### src/design/skip_interval_log_histogram_core_macros.svh
// ----------------------------------------------------------------------------
// Skip-interval log histogram: assertion macros
// Implication checks, clocked on clk_i and disabled while rst_ni is low.
// ----------------------------------------------------------------------------
`ifndef SKIP_INTERVAL_LOG_HISTOGRAM_CORE_MACROS_SVH
`define SKIP_INTERVAL_LOG_HISTOGRAM_CORE_MACROS_SVH

// Same-cycle implication.
`define SLH_ASSERT_IMP(lbl, ante, cons, msg) \
  lbl: assert property (@(posedge clk_i) disable iff (!rst_ni) (ante) |-> (cons)) \
    else $error(msg);

// Next-cycle implication.
`define SLH_ASSERT_NXT(lbl, ante, cons, msg) \
  lbl: assert property (@(posedge clk_i) disable iff (!rst_ni) (ante) |=> (cons)) \
    else $error(msg);

`endif

### src/design/slh_sub_cmp.sv
// ----------------------------------------------------------------------------
// Shared subtract and compare unit
// Works out a - b, flags a negative difference and a difference above lim.
// ----------------------------------------------------------------------------
`timescale 1ns / 1ps

module slh_sub_cmp #(
  parameter int W = 48
) (
  input  logic [W-1:0] a_i,
  input  logic [W-1:0] b_i,
  input  logic [W-1:0] lim_i,
  output logic [W-1:0] diff_o,
  output logic         neg_o,
  output logic         gt_o
);

  logic [W:0] diff_full;

  assign diff_full = {1'b0, a_i} - {1'b0, b_i};
  assign diff_o    = diff_full[W-1:0];
  assign neg_o     = diff_full[W];
  // A negative difference never counts as later.
  assign gt_o      = !diff_full[W] && (diff_full[W-1:0] > lim_i);

endmodule

### config.mk
export PLATFORM = sky130hd
export DESIGN_NAME = slh_sub_cmp
export DESIGN_NICKNAME = d
export VERILOG_FILES = /design/src/design/skip_interval_log_histogram_core_macros.svh /design/src/design/slh_sub_cmp.sv
export SDC_FILE = /design/constraint.sdc
export NUM_CORES = 1
export LEC_CHECK = 0
export CORE_MARGIN = 2
export CORE_UTILIZATION = 40
export DETAILED_ROUTE_END_ITERATION = 16
export DONT_BUFFER_PORTS = 1
export GPL_ROUTABILITY_DRIVEN = 0
export PLACE_DENSITY = 0.56
export SYNTH_ARGS = -nofsm -noshare
export SYNTH_HDL_FRONTEND = slang
export SYNTH_SLANG_ARGS = --single-unit
### constraint.sdc
create_clock -name vclk -period 6.2
set_input_delay 0.93 -clock vclk [all_inputs]
set_output_delay 0.93 -clock vclk [all_outputs]
set_load 0.05 [all_outputs]
==> flow_metrics.py <==
metrics = {
    "grt": {
        "grt_usage_pct": 20.4,
        "antenna_found_initial": 0,
        "grt_first_pass_wirelength_mm": 19.2,
        "grt_max_degree": 12,
        "overflow": 0,
        "grt_pass1_vias": 4189,
    },
    "place": {
        "dp_hpwl_mm": 10.6,
        "portBuffers": 0,
    },
    "worst_setup_path": {
        "cp_common_cell": "a21oi_1",
        "slowest_delay_ps": 430,
        "start_kind": "input port",
        "crit_required_ps": 5270,
        "worstPathArrival_ps": 4890,
        "cp_slowest_cell": "or3_1",
        "crit_chain": "inv_1 > ha_1 > inv_1 > fa_1 > a21oi_2 > o211ai_1 > nand4b_1 > nand3_2 > a21oi_1 > or3_1 > o21ai_1 > a21oi_1 > xnor2_1 > ha_1 > a21o_1 > a21oi_1 > o21ai_0 > a21oi_1 > o21ai_0 > a31oi_1 > nor3_2 > buf_4",
        "critical_path_class": "input port to output pin",
        "worstPathMaxFanout": 3,
        "end_kind": "output pin",
    },
    "cells_and_area": {
        "nets": 890,
        "fillCellCount": 1069,
        "multi_input_area_um2": 3640,
        "syn_to_final_growth_pct": 12.9,
        "layout-drive-gt1-share_pct": 9.74,
        "clkbuf_count": 0,
        "utilization_pct": 46.5,
        "diodes": 0,
        "seq_cells": 0,
        "regArea_um2": 0,
    },
    "floorplan": {
        "coreArea_um2": 9820,
        "io-pin-count": 194,
        "initial_core_util_pct": 41.2,
        "num_rows": 36,
        "die_h_um": 105,
        "die_w_um": 105,
        "die-area_um2": 10900,
    },
    "logic_synthesis": {
        "synth.area.top_cells": "ha_1, inv_1, a21oi_1",
        "synth_warnings": 0,
        "syn_nets": 850,
        "synth_top_area_share_pct": 29.7,
        "netlist_instances": 609,
        "synth_cell_types": 46,
        "syn-mean-instance-area_um2": 6.65,
        "yosys.area.top_type": "ha_1",
        "ys_seq_area_share_pct": 0,
        "syn_area_um2": 4050,
    },
    "power_and_ir_drop": {
        "p_leak_nw": 2.53,
        "power_density_nw_per_um2": 196,
        "ir_drop_mv": 0.133,
    },
    "sta": {
        "setup_viol": 0,
        "worst_pin_slew_ps": 552,
        "finalMaxSlewViolations": 0,
        "post-route-min-period_ps": 5820,
        "whs_ps": 2190,
        "fmax_ghz": 0.172,
        "post-route-period-util_pct": 93.9,
        "max_slew_margin_pct": 63.2,
        "fin_setup_tns_ps": 0,
        "finalHoldViolCount": 0,
        "rsz0062_at_grt": "no",
    },
    "detailed_routing": {
        "via_per_inst": 5.54,
        "wl_per_cell_um": 15.1,
        "ant_nets": 0,
        "drc": 0,
        "vias": 4325,
        "finalWirelength_mm": 11.7,
        "drt-initial-drc-count": 153,
        "first_pass_iters": 4,
    },
    "min_path": {
        "holdPathEnd": "diff_o[0]",
        "min_from": "b_i[0]",
        "hold_class": "input port to output pin",
        "min_path_cells": 2,
    },
    "flow_run": {
        "max_cap_viol_count": 0,
    },
    "clocking": {
        "hold_buffers": 0,
    },
    "outcome": {
        "status": "complete, no violations",
    },
}
## Yosys cell counts (3+ instances only)
master,number
a21o_1,38
nand2_1,40
ha_1,96
nor2_1,30
xor2_1,20
nand3_1,10
o21bai_1,7
nor2b_1,5
nor3_1,13
nand2b_1,5
o2111ai_1,3
inv_1,104
o211ai_1,5
a21boi_0,3
a31oi_1,6
or3_1,6
o21ai_0,41
xnor2_1,25
o21a_1,5
nand4_1,24
a21oi_1,76
clkbuf_1,12
and4_1,3
and3_1,3
## layout by cell type, fill, tap and decap left out, drive strengths merged, types with 2 or more instances in the layout
| cell type | netlist | final |
|---|---|---|
| a211oi | 2 | 2 |
| a21boi | 3 | 3 |
| a21o | 38 | 38 |
| a21oi | 78 | 78 |
| a221oi | 3 | 3 |
| a31oi | 6 | 6 |
| and2 | 2 | 2 |
| and3 | 3 | 3 |
| and4 | 3 | 3 |
| buf | 0 | 50 |
| ha | 96 | 96 |
| inv | 104 | 104 |
| nand2 | 40 | 40 |
| nand2b | 5 | 5 |
| nand3 | 10 | 10 |
| nand4 | 24 | 24 |
| nand4b | 2 | 2 |
| nor2 | 30 | 30 |
| nor2b | 5 | 5 |
| nor3 | 13 | 13 |
| nor3b | 2 | 2 |
| o2111ai | 3 | 3 |
| o211ai | 5 | 5 |
| o21a | 5 | 5 |
| o21ai | 45 | 45 |
| o21bai | 7 | 7 |
| or3 | 6 | 6 |
| xnor2 | 25 | 25 |
| xor2 | 20 | 20 |
## layout make-up
cell class | count | share of cell area [%]
Inverter | 104 | 8.54
Multi-Input combinational cell | 493 | 79.6
Tap cell | 133 | 3.64
Timing Repair Buffer | 50 | 8.21
## what timing repair did
| item | in CTS | in global routing |
|---|---|---|
| resized for setup | 0 | 5 |
| buffers inserted | 0 | 0 |
| setup endpoints to repair | 0 | 1 |
| hold endpoints to repair | 0 | 0 |
## power breakdown
part | switching, mW | total [mW] | internal (mW)
logic | 0.593 | 0.897 | 0.304
registers | 0 | 0 | 0
clock network | 0 | 0 | 0
## worst max-delay path by stage
| stage | to | depth (start not counted) | from | slack (ps) |
|---|---|---|---|---|
| 3_5_place_dp | gt_o | 23 | a_i[0] | 290 |
| 6_report | gt_o | 22 | a_i[0] | 380 |
| 4_1_cts | gt_o | 23 | a_i[0] | 280 |
| 2_1_floorplan | gt_o | 20 | b_i[10] | 160 |
| 5_1_grt | gt_o | 21 | b_i[11] | 60 |
| 3_3_place_gp | gt_o | 20 | b_i[18] | 400 |
## logic make-up (layout without fill, tap and decap cells)
logic type / count (synthesis) / after routing / synth area share (%)
buffers and inverters: 116 / 154 / 10.8
muxes: 1 / 1 / 0.247
AOI/OAI and AO/OA: 202 / 202 / 30.9
and+or+nand+nor: 148 / 148 / 18.2
adders and majority gates: 97 / 97 / 30.2
xor gates and xnor gates: 45 / 45 / 9.73
## routing by layer
metal | global-route usage, % | routed length, um | up-vias
met5 | 0 | 0 | -
met4 | 1.62 | 98 | 0
met3 | 2.00 | 652 | 8
met2 | 37.1 | 5540 | 158
met1 | 27.2 | 5450 | 1919
li1 | - | - | 2240
## critical path, delay by kind of cell
kind / cells / cell delay [ps]
and+or+nand+nor: 4 / 870
AOI/OAI and AO/OA: 11 / 1850
buffers and inverters: 3 / 290
xor gates and xnor gates: 1 / 240
adders and majority gates: 3 / 720
## through the flow
step | std cells | worst slack, ps | total power [mW] | instance area [um2]
5_1_grt | 780 | 64.1 | 0.977 | 4570
2_1_floorplan | 609 | 165 | 0.667 | 4050
3_5_place_dp | 780 | 288 | 0.891 | 4550
6_report | 780 | 379 | 0.897 | 4570
3_3_place_gp | 780 | 404 | 0.886 | 4550
4_1_cts | 780 | 277 | 0.895 | 4550
No activity file was read; power rests on OpenSTA's default activity.
